**config.mk**
```make
export PLATFORM = sky130hd
export DESIGN_NAME = circular_list_insert_delete_unit
export DESIGN_NICKNAME = d
export VERILOG_FILES = /design/src/sv/clid_pkg.sv /design/src/sv/clid_ram.sv /design/src/sv/clid_ctrl.sv /design/src/sv/clid_dp.sv /design/src/sv/circular_list_insert_delete_unit.sv
export SDC_FILE = /design/constraint.sdc
export NUM_CORES = 1
export LEC_CHECK = 0
export BUFFER_PORTS_ARGS = -buffer_cell sky130_fd_sc_hd__buf_2
export CELL_PAD_IN_SITES_DETAIL_PLACEMENT = 0
export CELL_PAD_IN_SITES_GLOBAL_PLACEMENT = 1
export CORE_UTILIZATION = 52
export DETAILED_ROUTE_END_ITERATION = 6
export GPL_TIMING_DRIVEN = 0
export PLACE_DENSITY = 0.84
export RECOVER_POWER = 50
export SYNTH_ARGS = -nofsm -noshare
export SYNTH_HDL_FRONTEND = slang
export SYNTH_SLANG_ARGS = --single-unit
```
**constraint.sdc**
```tcl
create_clock -name clk -period 4.3 [get_ports clk]
set_input_delay 0.215 -clock clk [delete_from_list [all_inputs] [get_ports clk]]
set_output_delay 0.215 -clock clk [all_outputs]
set_load 0.02 [all_outputs]
```
**src/sv/clid_pkg.sv**
```systemverilog
// Package for the circular list insert/delete unit.
// Holds request/response words, opcodes, status codes and the
// controller/datapath command and status types. No dependencies.
package clid_pkg;

  localparam int CAPACITY_DEF = 16;

  localparam int OP_W      = 3;
  localparam int VAL_W     = 32;
  localparam int POS_W     = 8;
  localparam int STAT_W    = 3;
  localparam int CNT_OUT_W = 5;

  // Request opcodes; the two remaining codes are ignored
  localparam logic [OP_W-1:0] OP_INS_FRONT = 3'd0;
  localparam logic [OP_W-1:0] OP_INS_BACK  = 3'd1;
  localparam logic [OP_W-1:0] OP_INS_POS   = 3'd2;
  localparam logic [OP_W-1:0] OP_DEL_FRONT = 3'd3;
  localparam logic [OP_W-1:0] OP_DEL_BACK  = 3'd4;
  localparam logic [OP_W-1:0] OP_DEL_POS   = 3'd5;

  // Response status codes
  localparam logic [STAT_W-1:0] ST_OK      = 3'd0;
  localparam logic [STAT_W-1:0] ST_EMPTY   = 3'd1;
  localparam logic [STAT_W-1:0] ST_INVALID = 3'd2;
  localparam logic [STAT_W-1:0] ST_RANGE   = 3'd3;
  localparam logic [STAT_W-1:0] ST_FULL    = 3'd4;

  typedef struct packed {
    logic [OP_W-1:0]         opcode;
    logic signed [VAL_W-1:0] value;
    logic [POS_W-1:0]        position;
  } req_t;

  typedef struct packed {
    logic [STAT_W-1:0]       status;
    logic signed [VAL_W-1:0] removed_value;
    logic [CNT_OUT_W-1:0]    count;
  } rsp_t;

  // Kind of work a request turns into once it is checked
  typedef enum logic [2:0] {
    K_NONE,       // rejected or unused opcode: report only
    K_INS_EMPTY,  // insert into an empty list
    K_INS_END,    // insert at front or back of a non-empty list
    K_INS_MID,    // insert after the element at position-1
    K_DEL_ONLY,   // delete the single element
    K_DEL_HEAD,   // delete the head of a longer list
    K_DEL_MID     // delete a later element
  } kind_t;

  typedef enum logic [2:0] {
    S_IDLE,
    S_WALK,
    S_FETCH,
    S_VICTIM,
    S_LINK_NEW,
    S_LINK_PREV,
    S_FINISH,
    S_DONE
  } state_t;

  typedef struct packed {
    logic load;
    logic walk;
    logic fetch;
    logic victim;
    logic link_new;
    logic link_prev;
    logic finish;
  } cmd_t;

  typedef struct packed {
    kind_t dec_kind;
    kind_t kind;
    logic  walk_done;
  } sts_t;

endpackage

```
**src/sv/clid_ram.sv**
```systemverilog
// Generic single-port-write, single-port-read RAM with registered read.
// Used for the element and link stores. No dependencies.
module clid_ram #(
  parameter int WIDTH = 32,
  parameter int DEPTH = 16,
  localparam int ADDR_W = (DEPTH > 1) ? $clog2(DEPTH) : 1
) (
  input  logic              clk,
  input  logic              we,
  input  logic [ADDR_W-1:0] waddr,
  input  logic [WIDTH-1:0]  wdata,
  input  logic              re,
  input  logic [ADDR_W-1:0] raddr,
  output logic [WIDTH-1:0]  rdata
);

  logic [WIDTH-1:0] mem [DEPTH];

  // Write, and hold read data until the next read
  always_ff @(posedge clk) begin
    if (we) begin
      mem[waddr] <= wdata;
    end
    if (re) begin
      rdata <= mem[raddr];
    end
  end

endmodule

```
**src/sv/clid_ctrl.sv**
```systemverilog
// Controller state machine for the circular list unit.
// Depends on clid_pkg; drives commands into clid_dp.
module clid_ctrl (
  input  logic           clk,
  input  logic           rst,
  input  logic           start,
  input  clid_pkg::sts_t sts,
  output clid_pkg::cmd_t cmd,
  output logic           busy,
  output logic           done
);
  import clid_pkg::*;

  state_t state, state_next;

  always_ff @(posedge clk) begin
    if (rst) begin
      state <= S_IDLE;
    end else begin
      state <= state_next;
    end
  end

  // Sequence the walk, the reads and the link updates per request kind
  always_comb begin
    state_next = state;
    unique case (state)
      S_IDLE: begin
        if (start) begin
          unique case (sts.dec_kind)
            K_INS_EMPTY: state_next = S_LINK_NEW;
            K_DEL_ONLY:  state_next = S_FETCH;
            K_INS_END, K_INS_MID, K_DEL_HEAD, K_DEL_MID: state_next = S_WALK;
            default:     state_next = S_DONE;
          endcase
        end
      end
      S_WALK: begin
        if (sts.walk_done) begin
          state_next = (sts.kind == K_INS_END) ? S_LINK_NEW : S_FETCH;
        end
      end
      S_FETCH: begin
        unique case (sts.kind)
          K_INS_MID: state_next = S_LINK_NEW;
          K_DEL_MID: state_next = S_VICTIM;
          default:   state_next = S_FINISH;
        endcase
      end
      S_VICTIM:    state_next = S_FINISH;
      S_LINK_NEW:  state_next = (sts.kind == K_INS_EMPTY) ? S_FINISH : S_LINK_PREV;
      S_LINK_PREV: state_next = S_FINISH;
      S_FINISH:    state_next = S_DONE;
      S_DONE:      state_next = S_IDLE;
      default:     state_next = S_IDLE;
    endcase
  end

  // Decode state into datapath commands and handshake outputs
  always_comb begin
    cmd.load      = (state == S_IDLE) && start;
    cmd.walk      = (state == S_WALK);
    cmd.fetch     = (state == S_FETCH);
    cmd.victim    = (state == S_VICTIM);
    cmd.link_new  = (state == S_LINK_NEW);
    cmd.link_prev = (state == S_LINK_PREV);
    cmd.finish    = (state == S_FINISH);
    busy          = (state != S_IDLE);
    done          = (state == S_DONE);
  end

endmodule

```
**src/sv/clid_dp.sv**
```systemverilog
// Datapath for the circular list unit: request check, list registers,
// free map, link walker and the element and link stores.
// Depends on clid_pkg and clid_ram; commanded by clid_ctrl.
module clid_dp #(
  parameter int CAPACITY = clid_pkg::CAPACITY_DEF
) (
  input  logic           clk,
  input  logic           rst,
  input  clid_pkg::cmd_t cmd,
  input  clid_pkg::req_t req,
  output clid_pkg::sts_t sts,
  output clid_pkg::rsp_t rsp
);
  import clid_pkg::*;

  localparam int IDX_W = (CAPACITY > 1) ? $clog2(CAPACITY) : 1;
  localparam int CNT_W = $clog2(CAPACITY + 1);
  localparam int CMP_W = (CNT_W > POS_W) ? CNT_W : POS_W;

  req_t              req_q;
  kind_t             kind;
  logic [IDX_W-1:0]  cur;
  logic              pend;
  logic [IDX_W-1:0]  rem;
  logic [IDX_W-1:0]  head;
  logic [CNT_W-1:0]  count;
  logic [CAPACITY-1:0] free_map;
  logic [IDX_W-1:0]  slot;
  logic [IDX_W-1:0]  vic;
  logic [STAT_W-1:0] status_q;
  logic [VAL_W-1:0]  removed_q;

  logic [CMP_W-1:0]  n_w, pos_w, dec_k;
  kind_t             dec_kind;
  logic [STAT_W-1:0] dec_status;
  logic [IDX_W-1:0]  free_slot;
  logic [IDX_W-1:0]  eff;
  logic              walk_done;
  logic              is_del;

  logic              link_we, link_re;
  logic [IDX_W-1:0]  link_waddr, link_wdata, link_raddr, link_rdata;
  logic              elem_re;
  logic [IDX_W-1:0]  elem_raddr;
  logic [VAL_W-1:0]  elem_rdata;

  assign n_w   = CMP_W'(count);
  assign pos_w = CMP_W'(req.position);

  // Check the request against the current count
  always_comb begin
    dec_kind   = K_NONE;
    dec_status = ST_OK;
    dec_k      = '0;
    if (req.opcode == OP_INS_FRONT || req.opcode == OP_INS_BACK ||
        req.opcode == OP_INS_POS) begin
      if (req.opcode == OP_INS_POS && pos_w == '0) begin
        dec_status = ST_INVALID;
      end else if (n_w >= CMP_W'(CAPACITY)) begin
        dec_status = ST_FULL;
      end else if (req.opcode != OP_INS_POS || pos_w == CMP_W'(1)) begin
        if (n_w == '0) begin
          dec_kind = K_INS_EMPTY;
        end else begin
          dec_kind = K_INS_END;
          dec_k    = n_w - CMP_W'(1);
        end
      end else if (n_w == '0 || pos_w > n_w) begin
        dec_status = ST_RANGE;
      end else begin
        dec_kind = K_INS_MID;
        dec_k    = pos_w - CMP_W'(2);
      end
    end else if (req.opcode == OP_DEL_FRONT || req.opcode == OP_DEL_BACK ||
                 req.opcode == OP_DEL_POS) begin
      if (n_w == '0) begin
        dec_status = ST_EMPTY;
      end else if (req.opcode == OP_DEL_POS && pos_w == '0) begin
        dec_status = ST_INVALID;
      end else if (req.opcode == OP_DEL_POS && pos_w != CMP_W'(1) && pos_w > n_w) begin
        dec_status = ST_RANGE;
      end else if (n_w == CMP_W'(1)) begin
        dec_kind = K_DEL_ONLY;
      end else if (req.opcode == OP_DEL_FRONT ||
                   (req.opcode == OP_DEL_POS && pos_w == CMP_W'(1))) begin
        dec_kind = K_DEL_HEAD;
        dec_k    = n_w - CMP_W'(1);
      end else begin
        dec_kind = K_DEL_MID;
        dec_k    = (req.opcode == OP_DEL_BACK) ? (n_w - CMP_W'(2)) : (pos_w - CMP_W'(2));
      end
    end
  end

  // Pick the lowest free slot
  always_comb begin
    free_slot = '0;
    for (int i = CAPACITY - 1; i >= 0; i--) begin
      if (free_map[i]) begin
        free_slot = IDX_W'(i);
      end
    end
  end

  // Current walk position: fresh link data once a step is in flight
  assign eff       = pend ? link_rdata : cur;
  assign walk_done = (rem == '0);
  assign is_del    = (kind == K_DEL_ONLY) || (kind == K_DEL_HEAD) || (kind == K_DEL_MID);

  // Link store read port: walk steps, successor fetch, victim successor
  always_comb begin
    link_re    = 1'b0;
    link_raddr = cur;
    if (cmd.walk && !walk_done) begin
      link_re    = 1'b1;
      link_raddr = eff;
    end else if (cmd.fetch) begin
      link_re    = 1'b1;
      link_raddr = (kind == K_DEL_HEAD || kind == K_DEL_ONLY) ? head : cur;
    end else if (cmd.victim) begin
      link_re    = 1'b1;
      link_raddr = link_rdata;
    end
  end

  // Link store write port: new element, predecessor, bypass on delete
  always_comb begin
    link_we    = 1'b0;
    link_waddr = slot;
    link_wdata = head;
    if (cmd.link_new) begin
      link_we    = 1'b1;
      link_waddr = slot;
      if (kind == K_INS_MID) begin
        link_wdata = link_rdata;
      end else if (kind == K_INS_EMPTY) begin
        link_wdata = slot;
      end else begin
        link_wdata = head;
      end
    end else if (cmd.link_prev) begin
      link_we    = 1'b1;
      link_waddr = cur;
      link_wdata = slot;
    end else if (cmd.finish && (kind == K_DEL_HEAD || kind == K_DEL_MID)) begin
      link_we    = 1'b1;
      link_waddr = cur;
      link_wdata = link_rdata;
    end
  end

  // Element store reads the head or the victim
  assign elem_re    = cmd.fetch || cmd.victim;
  assign elem_raddr = cmd.victim ? link_rdata : head;

  clid_ram #(.WIDTH(IDX_W), .DEPTH(CAPACITY)) u_link_ram (
    .clk   (clk),
    .we    (link_we),
    .waddr (link_waddr),
    .wdata (link_wdata),
    .re    (link_re),
    .raddr (link_raddr),
    .rdata (link_rdata)
  );

  clid_ram #(.WIDTH(VAL_W), .DEPTH(CAPACITY)) u_elem_ram (
    .clk   (clk),
    .we    (cmd.link_new),
    .waddr (slot),
    .wdata (req_q.value),
    .re    (elem_re),
    .raddr (elem_raddr),
    .rdata (elem_rdata)
  );

  // Commit list state at the end of a request
  always_ff @(posedge clk) begin
    if (rst) begin
      head     <= '0;
      count    <= '0;
      free_map <= '1;
    end else if (cmd.finish) begin
      case (kind)
        K_INS_EMPTY, K_INS_END, K_INS_MID: begin
          free_map[slot] <= 1'b0;
          count          <= count + CNT_W'(1);
          if (kind == K_INS_EMPTY ||
              (kind == K_INS_END && req_q.opcode != OP_INS_BACK)) begin
            head <= slot;
          end
        end
        K_DEL_ONLY: begin
          free_map[head] <= 1'b1;
          count          <= count - CNT_W'(1);
        end
        K_DEL_HEAD: begin
          free_map[head] <= 1'b1;
          head           <= link_rdata;
          count          <= count - CNT_W'(1);
        end
        K_DEL_MID: begin
          free_map[vic] <= 1'b1;
          count         <= count - CNT_W'(1);
        end
        default: ;
      endcase
    end
  end

  // Track whether link read data holds the current walk position
  always_ff @(posedge clk) begin
    if (rst) begin
      pend <= 1'b0;
    end else if (cmd.load) begin
      pend <= 1'b0;
    end else if (cmd.walk) begin
      pend <= !walk_done;
    end
  end

  // Latch the request, advance the walk, capture victim and result
  always_ff @(posedge clk) begin
    if (cmd.load) begin
      req_q     <= req;
      kind      <= dec_kind;
      status_q  <= dec_status;
      removed_q <= '0;
      cur       <= head;
      rem       <= dec_k[IDX_W-1:0];
      slot      <= free_slot;
    end
    if (cmd.walk) begin
      cur <= eff;
      if (!walk_done) begin
        rem <= rem - IDX_W'(1);
      end
    end
    if (cmd.victim) begin
      vic <= link_rdata;
    end
    if (cmd.finish && is_del) begin
      removed_q <= elem_rdata;
    end
  end

  assign sts.dec_kind  = dec_kind;
  assign sts.kind      = kind;
  assign sts.walk_done = walk_done;

  assign rsp.status        = status_q;
  assign rsp.removed_value = removed_q;
  assign rsp.count         = CNT_OUT_W'(count);

endmodule

```
**src/sv/circular_list_insert_delete_unit.sv**
```systemverilog
// Top level of the circular list unit: controller plus datapath.
// Depends on clid_pkg, clid_ctrl, clid_dp (and clid_ram below it).
//
// Usage:
//   Request word: opcode, value, position on "request". A word is taken at
//   a rising edge with start high and busy low. busy stays high from the
//   cycle after that edge until the response has been shown.
//   Response word: status, removed_value, count on "response", valid for
//   exactly one cycle while done is high. There is no back-pressure; the
//   receiver must take the word in that cycle.
// Sequence:
//   Rejected requests and unused opcodes answer in the cycle after accept.
//   Insert into an empty list skips the walk (link-new, finish, done), as
//   does delete of the only element (fetch, finish, done). Other requests
//   walk the links from the head one slot per cycle through the link store's
//   read port, following up to count - 1 links before the reads and link
//   updates. A new request is taken in the cycle after done.
// Reset:
//   rst (synchronous) empties the list and frees every slot; no clearing
//   pass is needed and a request can be taken in the first cycle after.
module circular_list_insert_delete_unit #(
  parameter int CAPACITY = clid_pkg::CAPACITY_DEF
) (
  input  logic           clk,
  input  logic           rst,
  input  logic           start,
  input  clid_pkg::req_t request,
  output logic           busy,
  output logic           done,
  output clid_pkg::rsp_t response
);
  import clid_pkg::*;

  cmd_t cmd;
  sts_t sts;

  clid_ctrl u_ctrl (
    .clk   (clk),
    .rst   (rst),
    .start (start),
    .sts   (sts),
    .cmd   (cmd),
    .busy  (busy),
    .done  (done)
  );

  clid_dp #(.CAPACITY(CAPACITY)) u_dp (
    .clk (clk),
    .rst (rst),
    .cmd (cmd),
    .req (request),
    .sts (sts),
    .rsp (response)
  );

endmodule

```
==> qor.yml <==
cts_buffers: 74
cts.sinks: 730
rsz0062_at_grt: "no"
port_buffers: 86
grt_max_degree: 33
crit_fanout: 11
finalMaxSlewViolations: 34
dieArea_sq_mm: 0.05848
rows: 87
ir_drop_mv: 0.3487
n_fill_cell: 4265
worstSetupPathType: "reg -> reg"
drtPass1Iterations: 5
synth_edf_count: 697
gp_congestion: 0.8873
area_growth_pct: 15.17
skew_ns: 0.02326
ys_seq_area_share_pct: 72.19
cp-end-kind: "flip-flop"
stdcell_count: 3242
hold_start: "request[0]"
finalSetupViolations: 0
pre_cts_slack_ns: 0.9121
cts-resized-gates: 0
startpoint: "u_ctrl.state[1]$_SDFFE_PP0P_"
final_cell_mix: "697 x edfxtp_1, 380 x nand2_1, 168 x a211oi_1"
fin_crit_ns: 3.645
async_reset_ff_share_pct: 0
drc: 0
drt-total-wl_mm: 78.27
syn_avg_cell_area_sq_um: 13.53
synthTopCellsByArea: "edfxtp_1 70%, nand2_1 4.8%, a211oi_1 4.2%"
syn_inst: 2210
grt_pass1_wl_mm: 117.6
slowest_stage: "clkbuf_1"
detail-route-antenna-nets: 0
crit_chain: "clkbuf_1 > and3b_1 > buf_6 > mux2i_1 > clkbuf_1 > clkbuf_1 > a31oi_1 > a21oi_1 > a21oi_1"
maxCapViolations: 2
clkSlewWorstSetupHoldPaths_ns: 0.06
layout_commonest_cell: "edfxtp_1"
multi_input_area_sq_mm: 0.007721
drive_gt1_share_pct: 9.413
grt_pass1_vias: 19370
dp_cells: 3069
utilization_pct: 60.86
path_common_cell: "clkbuf_1"
power_leakage_nw: 11.39
cp.arrival_ns: 3.95
clk_latency_ns: 0.62
cts_max_level: 3
start_util_pct: 52.84
routedWlPerCell_microns: 24.14
hold_viol_final: 0
synth_top_area_cell: "edfxtp_1"
syn_area_sq_mm: 0.02991
synth_top_area_share_pct: 69.98
die_x_microns: 241.8
reg2reg_from: "u_ctrl.state[1]$_SDFFE_PP0P_"
synth.ff_latch_count: 730
synthFlopType: "edfxtp_1"
cts_root_buf: "clkbuf_16"
yosysWarnings: 0
hold_class: "in -> reg"
holdBufCountCts: 36
io_pins: 88
outcome: "finished, violations left"
via_count: 19830
tritoncts: "yes"
core_area_sq_mm: 0.05660
die-height_microns: 241.8
antenna_found_initial: 0
antenna_cells: 0
timing.hold.ws_ns: 0.04472
crit_path_start_kind: "flip-flop"
gr-total-overflow: 0
initialDrtViolationCount: 2080
vias_per_cell: 6.116
fmax_mhz: 274.4
grt_util_all_layers_pct: 26.65
postCtsSetupBuffers: 0
violations: "capacitance limit, slew limit"
fin_nets: 2484
cp.required_ns: 4.60
worstMarginPinSlew_ns: 1.728
synth_nets: 2269
p_per_area_mw_per_mm2: 563.0
worst_path_largest_cell_delay_ns: 0.67
cts.path.max_buffers: 3
synth_cell_type_count: 67
regArea_sq_mm: 0.02159
relSlewSlack_pct: -15.31
min_period_over_period_pct: 84.76
dpl.hpwl_mm: 51.94
finalWorstSetupSlack_ns: 0.6552
cells in the mapped netlist, drive strengths merged (4+ instances only):
cell    instances
nand2         380
a31oi          69
or3             9
edfxtp        697
clkbuf         97
a32oi           4
mux2i          23
xnor2           7
a221o           4
nor3           15
a311oi         67
inv            23
nor2           81
nand3          13
o22a            4
nor2b          11
a211oi        168
nand2b         13
buf            49
dfxtp          33
o32ai           7
and2          132
o22ai          15
o311ai          4
ha             13
nand4           5
o21a            4
a21oi         141
o21ai          30
and3           34
a21boi          4
nand3b          5
nor3b           4
and3b           4
final timing paths:
check	to	slack, ns	cells after the start
worst max register to register	u_dp.u_elem_ram.rdata[14]$_DFFE_PP_	0.66	9
worst min-delay path	u_dp.rem[0]$_DFF_P_	0.04	3
worst max-delay path	u_dp.u_elem_ram.rdata[14]$_DFFE_PP_	0.66	9
worst min register to register	u_dp.free_map[1]$_SDFFE_PP1P_	0.49	2
critical path: cells and delay by family, from the launching register on:
family | cells | cell delay (ns)
buffers and inverters | 4 | 1.69
AOI/OAI and AO/OA | 3 | 0.69
muxes | 1 | 0.40
DFF | 1 | 0.31
and+or+nand+nor | 1 | 0.23
routing by layer:
layer / routed length (microns) / part of all wire, % / GRT usage, %
met5: 0 / 0 / 0
met4: 2401 / 3.1 / 9.177
met3: 6278 / 8.0 / 4.095
met2: 38070 / 49 / 44.20
met1: 31520 / 40 / 35.98
state kept, by name (all words and copies together) (netlist names), 5 cells and up:
signal                 cells
u_dp.u_elem_ram.mem      512
u_dp.u_link_ram.mem       64
u_dp.req_q                35
u_dp.removed_q            32
u_dp.u_elem_ram.rdata     32
u_dp.free_map             16
u_dp.count                 5
kinds of logic (layout without fill, tap and decap cells):
group | count (synthesis) | after routing | share of synthesized area, %
fa+ha+maj | 13 | 13 | 0.5439
compound gates | 548 | 548 | 12.58
buf+inv | 169 | 445 | 2.447
xor+xnor | 8 | 8 | 0.2343
simple gates | 718 | 718 | 11.19
mux | 24 | 24 | 0.8199
flops | 730 | 730 | 72.19
power by group:
part / switching (mW) / total [mW] / internal (mW)
Combinational: 2.64 / 3.74 / 1.11
Clock: 2.68 / 6.18 / 3.50
Sequential: 0.568 / 9.46 / 8.90
Total: 5.89 / 19.4 / 13.5
stage by stage:
step | setup TNS, ns | total power [mW] | area (sq um)
finish | 0 | 19.39 | 34450
global route | 0 | 20.13 | 34450
CTS | 0 | 19.46 | 34500
detailed placement | 0 | 13.32 | 31830
global placement | -220.03 | 13.12 | 31290
floorplan | 0 | 11.74 | 29910
layout make-up:
cell class,instances,area share (%)
clock inverter,46,1.028
sequential,730,62.68
buffer,146,1.867
timing repair buffer,139,3.331
tap,756,2.746
multi-input combinational,1311,22.41
clock buffer,91,5.685
inverter,23,0.2506
Power figures use the tool's default switching activity.
